$ cat src/hdl/lweh_pkg.sv
// Shared types, constants and counter helpers for the letter and word-edge histogram.
`default_nettype none

package lweh_pkg;

	// Counter and alphabet geometry.
	localparam int COUNT_W     = 32;
	localparam int OUT_W       = 32;
	localparam int ALPHA_N     = 26;
	localparam int NUM_LETTERS = 2 * ALPHA_N;
	localparam int IDX_W       = $clog2(NUM_LETTERS);

	// Command queue between the front and the back.
	localparam int QUEUE_DEPTH = 4;
	localparam int QUEUE_PTR_W = $clog2(QUEUE_DEPTH);
	localparam int QUEUE_CNT_W = $clog2(QUEUE_DEPTH + 1);

	// ASCII letter bounds.
	localparam logic [7:0] CHAR_LOWER_A = 8'h61;
	localparam logic [7:0] CHAR_LOWER_Z = 8'h7a;
	localparam logic [7:0] CHAR_UPPER_A = 8'h41;
	localparam logic [7:0] CHAR_UPPER_Z = 8'h5a;

	// Input operation codes.
	localparam logic OP_COUNT = 1'b0;
	localparam logic OP_READ  = 1'b1;

	typedef struct packed {
		logic             op;
		logic [7:0]       byte_value;
		logic [IDX_W-1:0] query_letter;
	} in_item_t;

	typedef struct packed {
		logic [OUT_W-1:0] freq_count;
		logic [OUT_W-1:0] begin_count;
		logic [OUT_W-1:0] end_count;
		logic [OUT_W-1:0] total_letters;
	} out_item_t;

	// Work handed from the front to the back.
	typedef enum logic [1:0] {
		CMD_LETTER = 2'd0,
		CMD_END    = 2'd1,
		CMD_READ   = 2'd2
	} cmd_kind_t;

	typedef struct packed {
		cmd_kind_t        kind;
		logic             first;     // letter opens a word
		logic             in_range;  // read index names a letter
		logic [IDX_W-1:0] idx;
	} cmd_t;

	typedef struct packed {
		logic valid;
		cmd_t cmd;
	} q_push_t;

	typedef struct packed {
		logic valid;
		cmd_t cmd;
	} q_head_t;

	// Saturating increment of a counter.
	function automatic logic [COUNT_W-1:0] sat_inc(input logic [COUNT_W-1:0] v);
		if (v == {COUNT_W{1'b1}})
			return v;
		return v + COUNT_W'(1);
	endfunction

	// Clamp a counter to the reported width.
	function automatic logic [OUT_W-1:0] report_count(input logic [COUNT_W-1:0] v);
		localparam int EXT_W = (COUNT_W > OUT_W) ? COUNT_W : OUT_W;
		logic [EXT_W-1:0] ext;
		ext = EXT_W'(v);
		if (ext > EXT_W'({OUT_W{1'b1}}))
			return {OUT_W{1'b1}};
		return ext[OUT_W-1:0];
	endfunction

endpackage

`default_nettype wire

$ cat src/hdl/lweh_queue.sv
// Short command queue that decouples the front end from the counter back end.
`default_nettype none

module lweh_queue (
	input  wire                   clk,
	input  wire                   arst_n,
	input  lweh_pkg::q_push_t     push,
	input  wire                   pop,
	output logic                  full,
	output lweh_pkg::q_head_t     head
);

	lweh_pkg::cmd_t                     slot_q [lweh_pkg::QUEUE_DEPTH];
	logic [lweh_pkg::QUEUE_PTR_W-1:0]   wr_ptr_q;
	logic [lweh_pkg::QUEUE_PTR_W-1:0]   rd_ptr_q;
	logic [lweh_pkg::QUEUE_CNT_W-1:0]   count_q;

	assign full       = count_q == lweh_pkg::QUEUE_CNT_W'(lweh_pkg::QUEUE_DEPTH);
	assign head.valid = count_q != '0;
	assign head.cmd   = slot_q[rd_ptr_q];

	function automatic logic [lweh_pkg::QUEUE_PTR_W-1:0] next_ptr(
		input logic [lweh_pkg::QUEUE_PTR_W-1:0] p);
		if (p == lweh_pkg::QUEUE_PTR_W'(lweh_pkg::QUEUE_DEPTH - 1))
			return '0;
		return p + lweh_pkg::QUEUE_PTR_W'(1);
	endfunction

	// Slot storage.
	always_ff @(posedge clk) begin
		if (push.valid)
			slot_q[wr_ptr_q] <= push.cmd;
	end

	// Pointers and fill count.
	always_ff @(posedge clk or negedge arst_n) begin
		if (!arst_n) begin
			wr_ptr_q <= '0;
			rd_ptr_q <= '0;
			count_q  <= '0;
		end else begin
			if (push.valid)
				wr_ptr_q <= next_ptr(wr_ptr_q);
			if (pop)
				rd_ptr_q <= next_ptr(rd_ptr_q);
			case ({push.valid, pop})
				2'b10: count_q <= count_q + lweh_pkg::QUEUE_CNT_W'(1);
				2'b01: count_q <= count_q - lweh_pkg::QUEUE_CNT_W'(1);
				default: count_q <= count_q;
			endcase
		end
	end

	a_no_push_full: assert property (@(posedge clk) disable iff (!arst_n)
		push.valid |-> !full)
		else $error("command pushed into a full queue");

	a_no_pop_empty: assert property (@(posedge clk) disable iff (!arst_n)
		pop |-> head.valid)
		else $error("command popped from an empty queue");

	a_count_bound: assert property (@(posedge clk) disable iff (!arst_n)
		count_q <= lweh_pkg::QUEUE_CNT_W'(lweh_pkg::QUEUE_DEPTH))
		else $error("queue fill count beyond depth");

endmodule

`default_nettype wire

$ cat config.mk
export PLATFORM = sky130hd
export DESIGN_NAME = lweh_queue
export DESIGN_NICKNAME = d
export VERILOG_FILES = /design/src/hdl/lweh_pkg.sv /design/src/hdl/lweh_queue.sv
export SDC_FILE = /design/constraint.sdc
export NUM_CORES = 1
export LEC_CHECK = 0
export BUFFER_PORTS_ARGS = -buffer_cell sky130_fd_sc_hd__buf_2
export CAP_MARGIN = 10
export CORE_AREA = 2 2 64 66
export CTS_CLUSTER_DIAMETER = 80
export DETAILED_ROUTE_END_ITERATION = 7
export DIE_AREA = 0 0 66 68
export HOLD_SLACK_MARGIN = 0.06
export MAX_ROUTING_LAYER = met4
export PLACE_DENSITY = 0.67
export SYNTH_ARGS = -nofsm -noshare
export SYNTH_HDL_FRONTEND = slang
export SYNTH_SLANG_ARGS = --single-unit
$ cat constraint.sdc
create_clock -name clk -period 1.6 [get_ports clk]
set_clock_uncertainty 0.15 [all_clocks]
set_input_delay 0.32 -clock clk [delete_from_list [all_inputs] [get_ports clk]]
set_output_delay 0.32 -clock clk [all_outputs]
set_load 0.005 [all_outputs]
**Yosys cells after proc, flatten, opt, wreduce, memory -nomap -nowiden**

Memory sizes are Yosys's and may differ from the RTL's.
Index checks and enable logic that the tools add are counted.

- Register bits after elaboration: 7
- Latch bits: 0
- Bits in writable memories: 40
- Memory bits (read-only): 0
- Input port bits: 14
- Logic and storage cells: 26
- Memories kept: 1

Memories:

| memory | words | width | rd ports | clocked after Yosys merged registers in | write ports | RTL line | source |
|---|---|---|---|---|---|---|---|
| slot_q | 4 | 10 | 1 | 0 | 1 | lweh_queue.sv:13 | `lweh_pkg::cmd_t slot_q [lweh_pkg::QUEUE_DEPTH];` |

- Add/subtract/negate cells: 4
- $mul: 0
- Divide/modulo/power cells: 0
- Magnitude comparators: 0
- Equal/unequal tests: 5
- Shift operators: 0
- Multiplexer cells: 11
- Bitwise logic cells: 0
- Reduce and logical (&&, ||, !) cells: 2

Operator list:

| operator | count |
|---|---|
| $mux W2 | 4 |
| $eq A2 B2 Y1 const B | 3 |
| $mux W1 | 6 |
| $pmux W3 S2 | 1 |
| $add A2 B1 Y2 const B | 2 |
| $add A3 B1 Y3 const B | 1 |
| $eq A3 B3 Y1 const B | 1 |
| $reduce_bool A3 Y1 | 1 |
| $sub A3 B1 Y3 const B | 1 |
| $eq A2 B1 Y1 const B | 1 |
| $reduce_bool A2 Y1 | 1 |

**Longest topological paths before layout**

- Word-level depth: 4
- Depth in mapped cells: 6
- Mapped depth without buffers: 6

**Worst setup path after synthesis**

OpenSTA, ideal clock, no wires.

- Kind: flip-flop to output port
- Start: register rd_ptr_q[0] (netlist bit)
- End: output port head[1] (netlist bit)
- Data arrival time: 1.078 ns
- Setup slack: 0.052 ns
- Cell stages (with the launch flop): 3
- Buffers on the path: 1
- Path through: dfrtp_1 > buf_6 > mux4_2

RTL lines:

| element | RTL line | source |
|---|---|---|
| start, declared | lweh_queue.sv:15 | `logic [lweh_pkg::QUEUE_PTR_W-1:0] rd_ptr_q;` |
| start signal, assigned | lweh_queue.sv:45 | `rd_ptr_q <= next_ptr(rd_ptr_q);` |
| end, declared | lweh_queue.sv:10 | `output lweh_pkg::q_head_t head` |

==> flow_metrics.tcl <==
set metrics [dict create \
    clock_latency_ns 0.29 \
    crit_chain "buf_6 -> mux4_2 -> buf_2" \
    switchingPower_mw 1.036 \
    hold_viol_final 0 \
    antenna_found_initial 0 \
    synth_cell_types 18 \
    cp.required_ns 1.13 \
    synth_area_per_cell_um2 21.36 \
    grt_pass1_vias 964 \
    dieArea_um2 4488 \
    area_growth_pct 24.24 \
    die_x_um 66 \
    clockBufferDepth 2 \
    grt_max_degree 16 \
    layout_commonest_cell "edfxtp_1" \
    grt.overflow.total 0 \
    diodes 0 \
    p_leak_nw 0.8818 \
    post_drt_wl_per_cell_um 16.19 \
    start_util 0.4818 \
    final_cell_mix "40 x edfxtp_1, 25 x buf_2, 17 x buf_4" \
    fillers 304 \
    maxSlewHeadroom 0.8105 \
    status "complete, but fails checks" \
    cpPeakStageDelay_ns 0.49 \
    critPathLaunchType "register" \
    syn-num-nets 108 \
    crit_fanout 5 \
    cts_htree_levels 2 \
    syn_inst 87 \
    seqPwrFrac 0.459 \
    fin_crit_sh 1.216 \
    cts-root-buf "clkbuf_8" \
    crit_path_end_kind "output pin" \
    fin_cells 189 \
    cts-buffers-inserted 5 \
    via_count 935 \
    gr-usage-met1 0.1748 \
    setup_viol 12 \
    ys_warn_count 0 \
    holdCritPathClass "in2reg" \
    cts_tree "yes" \
    route.detailed.drc 0 \
    max_freq_mhz 513.8 \
    setup_ws_ns -0.3463 \
    swShare 0.2761 \
    synthesis.area_um2 1858 \
    p_clk_frac 0.180 \
    core_um2 3856 \
    track_usage 0.1571 \
    dp_hpwl_mm 2.179 \
    clk_pin_slew_ns 0.09 \
    met3_usage 0.05428 \
    finalPower_mw 3.752 \
    worst_pin_slew_ns 0.2842 \
    grt_first_pass_wirelength_mm 4.657 \
    viasPerCell 4.947 \
    maxSlewViolCount 0 \
    ios 26 \
    worst-path-buf-inv 2 \
    ys_seq_area_frac 0.7407 \
    failed_checks "setup timing" \
    path_class "reg2out" \
    drt-initial-drc-count 48 \
    slowest_stage "mux4_2" \
    routed_wl_mm 3.060 \
    rsz0062_at_grt "true" \
    p_per_area_nw_per_um2 1625 \
    power_frac_comb 0.361 \
    period_needed_ns 1.946 \
    gp_congestion 0.6880 \
    p_int_mw 2.716 \
    drive_gt1_frac 0.5036 \
    crit_family "multiplexers" \
    crit_arrival_ns 1.48 \
    dp_cells 173 \
    met2_usage 0.2639 \
    drv_cap 0 \
    rows 23 \
    ant_nets 0 \
    top_usage_layer "met2" \
    drt_pass1_iterations 4 \
    vdd_ir_drop_max_v 0.0007965 \
    die_y_um 68 \
    cts_sinks 47 \
    synth-seq-cells 47 \
    nets 159 \
    portBuffers 25 \
]
## synthesized netlist by cell type, drive strengths merged
library cell   n  area, µm²
edfxtp        40       1201
mux2           3      33.78
and2           4      25.02
nand2          1      3.750
dfrtp          7      175.2
o21ai          2      10.01
mux4          10      232.7
fa             1      20.02
xor2           1      8.760
xnor2          2      17.52
nor2           2      7.510
inv            3      11.26
nor3b          1      7.510
or3            2      12.51
ha             6      75.07
buf            2      16.26
## metrics by stage
step / hold slack (ns) / utilization / setup WS [ns] / setup TNS, ns / instance area [µm²]
floorplan: -0.1256 / - / 0.05151 / 0 / 1858
global placement: 0.01879 / 0.5548 / -0.1094 / -0.9117 / 2140
CTS: 0.08536 / 0.5912 / -0.3971 / -3.852 / 2280
global route: 0.07665 / 0.5986 / -0.4180 / -4.117 / 2308
detailed placement: 0.02394 / 0.5548 / -0.1283 / -1.047 / 2140
finish: 0.08923 / 0.5986 / -0.3463 / -3.355 / 2308
## final timing paths
path	startpoint	to	slack, ns	cells after the start
setup / recovery	rd_ptr_q[0]	head[2]	-0.35	3
hold / removal	push[2]	slot_q[3][2]	0.09	1
setup reg to reg	count_q[0]	count_q[2]	0.08	5
hold reg to reg	count_q[2]	count_q[2]	0.43	2
max in group asynchronous	arst_n	rd_ptr_q[0]	0.87	2
min in group asynchronous	arst_n	count_q[2]	0.24	2
## flip-flops by register name, summed over array words and instances, names as in the netlist
register	count
slot_q	40
rd_ptr_q	2
wr_ptr_q	2
count_q	3
## repair_timing
item,CTS,global route
hold buffers,1,0
resized for setup,5,4
hold endpoints to repair,7,0
setup buffers,4,3
pin swaps,0,3
endpoints found under the setup margin,12,23
## worst reg2reg max path, stage by stage, from the launching register on
cell and delay (ns):
dfrtp_1 0.40, buf_4 0.15, fa_2 0.35, xnor2_2 0.14, nor2_1 0.12, xor2_1 0.15
## logic make-up after synthesis
family / share of synthesized area
AO/OA/AOI/OAI: 0.005387
buffers and inverters: 0.01481
adder cells (fa/ha/maj): 0.05118
AND/OR/NAND/NOR: 0.03030
flip-flops: 0.7407
XOR/XNOR: 0.01414
multiplexers: 0.1434
## final cells by class
| cell class | instances | area [µm²] | area share |
|---|---|---|---|
| clock buffer | 5 | 68.82 | 0.02981 |
| clock inverter | 3 | 20.02 | 0.008672 |
| tap | 50 | 62.56 | 0.02710 |
| timing repair buffer | 46 | 305.3 | 0.1322 |
| sequential | 47 | 1378 | 0.5967 |
| inverter | 3 | 11.26 | 0.004878 |
| multi-input combinational | 35 | 462.9 | 0.2005 |
## power by group through the flow
stage | Sequential, mW | Combinational (mW) | Clock [mW]
global placement | 1.74 | 1.14 | 0
CTS | 1.73 | 1.31 | 0.701
detailed placement | 1.76 | 1.18 | 0
global route | 1.75 | 1.48 | 0.756
floorplan | 1.72 | 0.707 | 0
finish | 1.72 | 1.35 | 0.675
## routing by layer
| layer | up-vias | wire length, µm |
|---|---|---|
| met5 | - | 0 |
| met4 | 0 | 29 |
| met3 | 2 | 163 |
| met2 | 21 | 1650 |
| met1 | 470 | 1216 |
| li1 | 442 | - |
(Power assumes the default switching activity.)
