`config.mk`:
```
export PLATFORM = sky130hd
export DESIGN_NAME = lweh_front
export DESIGN_NICKNAME = d
export VERILOG_FILES = /design/src/hdl/lweh_pkg.sv /design/src/hdl/lweh_front.sv
export SDC_FILE = /design/constraint.sdc
export NUM_CORES = 1
export LEC_CHECK = 0
export ABC_AREA = 1
export ABC_CLOCK_PERIOD_IN_PS = 4900
export BUFFER_PORTS_ARGS = -buffer_cell sky130_fd_sc_hd__buf_2
export CAP_MARGIN = 20
export CORE_AREA = 2 2 59 61
export DETAILED_ROUTE_END_ITERATION = 12
export DIE_AREA = 0 0 61 63
export PLACE_DENSITY = 0.72
export SLEW_MARGIN = 20
export SYNTH_ARGS = -nofsm -noshare
export SYNTH_HDL_FRONTEND = slang
export SYNTH_SLANG_ARGS = --single-unit
```
`constraint.sdc`:
```
create_clock -name clk -period 4.9 [get_ports clk]
set_clock_uncertainty 0.1 [all_clocks]
set_input_delay 0.245 -clock clk [delete_from_list [all_inputs] [get_ports clk]]
set_output_delay 0.245 -clock clk [all_outputs]
set_load 0.005 [all_outputs]
```
`src/hdl/lweh_pkg.sv`:
```
// Shared types, constants and counter helpers for the letter and word-edge histogram.
`default_nettype none

package lweh_pkg;

	// Counter and alphabet geometry.
	localparam int COUNT_W     = 32;
	localparam int OUT_W       = 32;
	localparam int ALPHA_N     = 26;
	localparam int NUM_LETTERS = 2 * ALPHA_N;
	localparam int IDX_W       = $clog2(NUM_LETTERS);

	// Command queue between the front and the back.
	localparam int QUEUE_DEPTH = 4;
	localparam int QUEUE_PTR_W = $clog2(QUEUE_DEPTH);
	localparam int QUEUE_CNT_W = $clog2(QUEUE_DEPTH + 1);

	// ASCII letter bounds.
	localparam logic [7:0] CHAR_LOWER_A = 8'h61;
	localparam logic [7:0] CHAR_LOWER_Z = 8'h7a;
	localparam logic [7:0] CHAR_UPPER_A = 8'h41;
	localparam logic [7:0] CHAR_UPPER_Z = 8'h5a;

	// Input operation codes.
	localparam logic OP_COUNT = 1'b0;
	localparam logic OP_READ  = 1'b1;

	typedef struct packed {
		logic             op;
		logic [7:0]       byte_value;
		logic [IDX_W-1:0] query_letter;
	} in_item_t;

	typedef struct packed {
		logic [OUT_W-1:0] freq_count;
		logic [OUT_W-1:0] begin_count;
		logic [OUT_W-1:0] end_count;
		logic [OUT_W-1:0] total_letters;
	} out_item_t;

	// Work handed from the front to the back.
	typedef enum logic [1:0] {
		CMD_LETTER = 2'd0,
		CMD_END    = 2'd1,
		CMD_READ   = 2'd2
	} cmd_kind_t;

	typedef struct packed {
		cmd_kind_t        kind;
		logic             first;     // letter opens a word
		logic             in_range;  // read index names a letter
		logic [IDX_W-1:0] idx;
	} cmd_t;

	typedef struct packed {
		logic valid;
		cmd_t cmd;
	} q_push_t;

	typedef struct packed {
		logic valid;
		cmd_t cmd;
	} q_head_t;

	// Saturating increment of a counter.
	function automatic logic [COUNT_W-1:0] sat_inc(input logic [COUNT_W-1:0] v);
		if (v == {COUNT_W{1'b1}})
			return v;
		return v + COUNT_W'(1);
	endfunction

	// Clamp a counter to the reported width.
	function automatic logic [OUT_W-1:0] report_count(input logic [COUNT_W-1:0] v);
		localparam int EXT_W = (COUNT_W > OUT_W) ? COUNT_W : OUT_W;
		logic [EXT_W-1:0] ext;
		ext = EXT_W'(v);
		if (ext > EXT_W'({OUT_W{1'b1}}))
			return {OUT_W{1'b1}};
		return ext[OUT_W-1:0];
	endfunction

endpackage

`default_nettype wire

```
`src/hdl/lweh_front.sv`:
```
// Front end: accepts words, classifies bytes and tracks word boundaries.
`default_nettype none

module lweh_front (
	input  wire                    clk,
	input  wire                    arst_n,
	input  wire                    in_valid,
	output logic                   in_stall,
	input  lweh_pkg::in_item_t     in_data,
	input  wire                    case_sensitive,
	input  wire                    q_full,
	output lweh_pkg::q_push_t      push
);

	logic                          in_word_q;
	logic [lweh_pkg::IDX_W-1:0]    last_letter_q;
	logic                          accept;
	logic                          is_lower;
	logic                          is_upper;
	logic                          is_letter;
	logic [lweh_pkg::IDX_W-1:0]    raw_idx;
	logic [lweh_pkg::IDX_W-1:0]    fold_cur;
	logic [lweh_pkg::IDX_W-1:0]    fold_last;
	logic                          q_ok;

	assign in_stall = q_full;
	assign accept   = in_valid && !q_full;

	// Byte classification and case folding.
	always_comb begin
		is_lower  = (in_data.byte_value >= lweh_pkg::CHAR_LOWER_A) &&
		            (in_data.byte_value <= lweh_pkg::CHAR_LOWER_Z);
		is_upper  = (in_data.byte_value >= lweh_pkg::CHAR_UPPER_A) &&
		            (in_data.byte_value <= lweh_pkg::CHAR_UPPER_Z);
		is_letter = is_lower || is_upper;
		if (is_lower) begin
			raw_idx = lweh_pkg::IDX_W'(in_data.byte_value - lweh_pkg::CHAR_LOWER_A);
		end else begin
			raw_idx = lweh_pkg::IDX_W'(in_data.byte_value - lweh_pkg::CHAR_UPPER_A) +
			          lweh_pkg::IDX_W'(lweh_pkg::ALPHA_N);
		end
		fold_cur = raw_idx;
		if (!case_sensitive && raw_idx >= lweh_pkg::IDX_W'(lweh_pkg::ALPHA_N))
			fold_cur = raw_idx - lweh_pkg::IDX_W'(lweh_pkg::ALPHA_N);
		fold_last = last_letter_q;
		if (!case_sensitive && last_letter_q >= lweh_pkg::IDX_W'(lweh_pkg::ALPHA_N))
			fold_last = last_letter_q - lweh_pkg::IDX_W'(lweh_pkg::ALPHA_N);
		q_ok = in_data.query_letter < lweh_pkg::IDX_W'(lweh_pkg::NUM_LETTERS);
	end

	// Build the command for the back end; a non-letter outside a word makes none.
	always_comb begin
		push.valid        = 1'b0;
		push.cmd.kind     = lweh_pkg::CMD_READ;
		push.cmd.first    = 1'b0;
		push.cmd.in_range = 1'b1;
		push.cmd.idx      = '0;
		if (in_data.op == lweh_pkg::OP_READ) begin
			push.valid        = accept;
			push.cmd.kind     = lweh_pkg::CMD_READ;
			push.cmd.in_range = q_ok;
			push.cmd.idx      = q_ok ? in_data.query_letter : '0;
		end else if (is_letter) begin
			push.valid     = accept;
			push.cmd.kind  = lweh_pkg::CMD_LETTER;
			push.cmd.first = !in_word_q;
			push.cmd.idx   = fold_cur;
		end else if (in_word_q) begin
			push.valid    = accept;
			push.cmd.kind = lweh_pkg::CMD_END;
			push.cmd.idx  = fold_last;
		end
	end

	// Word state carries across the whole stream.
	always_ff @(posedge clk or negedge arst_n) begin
		if (!arst_n) begin
			in_word_q     <= 1'b0;
			last_letter_q <= '0;
		end else if (accept && in_data.op == lweh_pkg::OP_COUNT) begin
			if (is_letter) begin
				in_word_q     <= 1'b1;
				last_letter_q <= raw_idx;
			end else begin
				in_word_q <= 1'b0;
			end
		end
	end

endmodule

`default_nettype wire

```
## After elaboration in Yosys (flattened, before gate mapping)

Cells that the tools add are included.

- Reduce and logical (&&, ||, !) cells: 11
- Multiplexer cells: 14
- Order comparisons: 7
- Bitwise gates (word level): 1
- Add/subtract/negate cells: 5

Operators with widths:

| cell | number |
|---|---|
| $mux W6 | 7 |
| $ge A8 B7 Y1 const B | 2 |
| $le A8 B7 Y1 const B | 2 |
| $ge A6 B5 Y1 const B | 2 |
| $sub A6 B5 Y6 const B | 2 |
| $mux W3 | 3 |
| $add A6 B5 Y6 const B | 1 |
| $logic_and A1 B1 Y1 | 6 |
| $lt A6 B6 Y1 const B | 1 |
| $sub A6 B1 Y6 const B | 1 |
| $sub A6 B6 Y6 const B | 1 |
| $mux W1 | 4 |
| $logic_not A1 Y1 | 3 |
| $reduce_and A2 Y1 | 1 |
| $logic_or A1 B1 Y1 | 1 |
| $not A1 Y1 | 1 |

- Logic and storage cells: 40
- Bits in registers: 7
- Output and inout bits: 12

## Logic depth before layout (Yosys ltp)

- Depth in word-level cells: 8
- Gate-level depth with buffers: 19

## Worst setup path before layout

OpenSTA, ideal clock, no wires.

- Path kind: input to output
- Start: input port in_data[6] (netlist name)
- End: output port push[2] (netlist name)
- Stages: 16
- Required time: 4.555 ns
- Setup slack: 2.968 ns
- Arrival time: 1.587 ns
- Buffers on the path: 0
- Path through: inv_1 -> ha_1 -> nand3_1 -> nand2_1 -> inv_2 -> nand2_2 -> nand3_4 -> nand2_1 -> nand2_2 -> nor2_4 -> nand3_2 -> nand2_2 -> nand2_2 -> xor2_1 -> nand2_1 -> nand2_1

RTL lines:

| item | RTL line | RTL |
|---|---|---|
| from (decl) | lweh_front.sv:9 | `input lweh_pkg::in_item_t in_data,` |
| to (decl) | lweh_front.sv:12 | `output lweh_pkg::q_push_t push` |

==> summary.md <==
| Metric | Value |
|---|---|
| Core area | 3232 um^2 |
| Measured slew at the worst slew-check pin | 0.5308 ns |
| IO Pins | 32 |
| GRT Residual Overflow | 0 |
| Status | finished, final reports clean |
| ANT nets after route | 0 |
| Final setup vio count | 0 |
| RePlAce Congestion | 0.8845 |
| Port bufs | 31 |
| Die width | 61 um |
| Mapped Area | 1211 um^2 |
| CTS sink count | 7 |
| Leak | 0.7401 nW |
| TritonCTS clock tree | yes |
| Clock transition at the registers of the reported paths | 0.05 ns |
| Starting Density | 0.3748 |
| Cell area after layout | 1410 um^2 |
| Vias in the first global route | 1155 |
| Top cell type by total area after synthesis | nand2_1 |
| Post-cts sizing count | 0 |
| Hold Fails Final Rpt | 0 |
| Async set-reset flop share out of synthesis | 1.000 |
| P per Cell Area | 202.2 nW/um^2 |
| Setup WS post-layout | 2.496 ns |
| Commonest cells in the netlist | nand2_1 (59), inv_1 (20), nor2_1 (16), o21ai_0 (11) |
| CP Launch Type | primary input |
| Critical Path Sink Type | output pin |
| DRC Markers | 0 |
| Syn_nets | 222 |
| Placed inst area | 1374 um^2 |
| Clock power frac | 0.184 |
| Detailed Place HPWL | 2.452 mm |
| WL per Instance | 10.60 um |
| Vias/cell | 4.725 |
| CTS buffer count | 3 |
| Critical path's most frequent cell | inv_2 |
| Fin. max-slew vios | 0 |
| Share of layout cells above drive strength 1 | 0.2952 |
| Ant. Diodes | 0 |
| RSZ-0062 raised after global routing | false |
| Root buffer cell | clkbuf_4 |
| Critical path cell sequence | buf_2 -> inv_1 -> ha_1 -> nand3_2 -> o21bai_1 -> inv_1 -> nand2_1 -> inv_2 -> nor2_1 -> inv_2 -> nor2_4 -> inv_2 -> nor2_1 -> a21oi_1 -> o21ai_1 -> buf_2 |
| Max stage delay on crit path | 0.25 ns |
| Sw Ratio | 0.4385 |
| Global-route wire length before repair | 4.754 mm |
| Sequential share of power | 0.295 |
| GRT Overall Usage | 0.1582 |
| Post-synth top area share | 0.1829 |
| Yosys warns | 0 |
| Die Ht | 63 um |
| Die area | 3843 um^2 |
| Final TNS setup | 0 ns |
| Crit-path max FO | 7 |
| CP Buf/Inv Count | 7 |
| Initial DRC Count | 59 |
| Row count | 21 |
| Sw power | 0.1250 mW |
| Tmin final | 2.404 ns |
| Tcrit/Tclk final | 0.4907 |
| Register area share after synthesis | 0.1446 |
| Total wire length | 2.893 mm |
| Cell count after synthesis | 197 |
| Fmax | 0.4159 GHz |
| FF+latch count, synth | 7 |
| Worst Path Required | 4.55 ns |
| Setup WS pre-CTS | 2.476 ns |
| HP Class | in2reg |
| Yosys cell types | 32 |
| Slew HR | 0.6424 |
| H-tree levels | 1 |
| Largest net degree at the start of global routing | 13 |
| Count leader, synth | nand2_1 |
| MaxCap Viol Count | 0 |
| Sequential cell area | 175.2 um^2 |
| Avg Synthesized Cell Area | 6.148 um^2 |
| Multi-input logic area | 872.1 um^2 |
| Slowest cell on crit path | ha_1 |
| 1st-pass router iterations | 4 |
| EDFF count, synth | 0 |
| CP top delay family | buffers and inverters |
| Fin nets | 253 |
| Combinational fraction of design power | 0.521 |
| Ys flop type | dfrtp_1 |
| Area grow syn2layout | 16.43% |
| Maximum vdd drop | 0.07625 mV |
| # fillers | 360 |
| Worst skew pair latency | 0.25 ns |
| Synth area leaders | nand2_1 (18%), dfrtp_1 (14%), xor2_1 (6.5%), inv_1 (6.2%), ha_1 (5.2%) |
| Worst EP arrival | 2.06 ns |
| Crit Path Category | in2out |
| CTS max path bufs | 2 |
| Vias | 1290 |
| Int Pwr | 0.1601 mW |
| Initial antenna violation count | 0 |
[cell usage in the layout, fill, tap and decap left out, drive strengths merged]
cell / n
nand3: 14
a21oi: 5
o21ai: 15
a32oi: 1
ha: 5
o31ai: 1
buf: 31
xnor2: 2
mux2: 1
nor3: 1
o21bai: 2
nand4: 1
inv: 29
dfrtp: 7
clkbuf: 4
dlygate4sd3: 1
nand2: 70
nor2: 24
o211ai: 1
a22oi: 1
nand3b: 1
a41oi: 1
xor2: 9
[metrics by stage]
step / utilization / total power, mW / cells / hold slack [ns]
after CTS: 0.4363 / 0.2875 / 273 / 0.1986
after floorplan: - / 0.1910 / 197 / -0.1506
after global placement: 0.4251 / 0.2310 / 268 / -0.01856
after detailed placement: 0.4251 / 0.2329 / 268 / -0.01885
final: 0.4363 / 0.2851 / 273 / 0.2153
after global routing: 0.4363 / 0.3134 / 273 / 0.2259
[sequential cells by signal (all words and copies together) (netlist names)]
| name | count |
|---|---|
| last_letter_q | 6 |
| in_word_q | 1 |
[timing repair]
item / in CTS / in global routing
hold endpoints to repair: 7 / 0
buffers inserted: 0 / 0
hold buffers: 1 / 0
[final cells by class]
class,count,area share
inverters,29,0.08075
repair buffers,32,0.1171
clock buffers,4,0.01863
flip-flops and latches,7,0.1242
multi-input cells,155,0.6185
well taps,46,0.04082
[metal layers]
| metal | routed length (um) | part of all wire | track usage |
|---|---|---|---|
| met4 | 21 | 0.0073 | 0.04348 |
| met1 | 1326 | 0.46 | 0.1950 |
| met3 | 148 | 0.051 | 0.02484 |
| met5 | 0 | 0 | 0 |
| met2 | 1396 | 0.48 | 0.2755 |
[power by group through the flow]
stage / clock [mW] / sequential, mW / combinational [mW]
2_1_floorplan: 0 / 0.0808 / 0.110
3_3_place_gp: 0 / 0.0843 / 0.147
3_5_place_dp: 0 / 0.0847 / 0.148
4_1_cts: 0.0545 / 0.0838 / 0.149
5_1_grt: 0.0590 / 0.0854 / 0.169
6_report: 0.0525 / 0.0841 / 0.148
[cell families (layout without fill, tap and decap cells)]
family / count (synthesis) / count (layout) / share of synthesized area
xor gates and xnor gates: 11 / 11 / 0.07955
DFF: 7 / 7 / 0.1446
muxes: 1 / 1 / 0.009297
adders and majority gates: 5 / 5 / 0.05165
AOI/OAI and AO/OA: 27 / 27 / 0.1281
and+or+nand+nor: 111 / 111 / 0.4515
buffers and inverters: 35 / 65 / 0.1353
[path summary, 6_finish.rpt]
check,cells after the start,end,slack (ns),start
min in group asynchronous,2,last_letter_q[2],0.25,arst_n
max reg2reg,1,last_letter_q[5],4.05,last_letter_q[5]
min,2,last_letter_q[0],0.22,in_data[6]
max in group asynchronous,2,last_letter_q[0],4.30,arst_n
min reg2reg,2,last_letter_q[0],0.40,last_letter_q[0]
max,16,push[3],2.50,in_data[6]
Note: power is estimated with default switching activity, not from simulation.
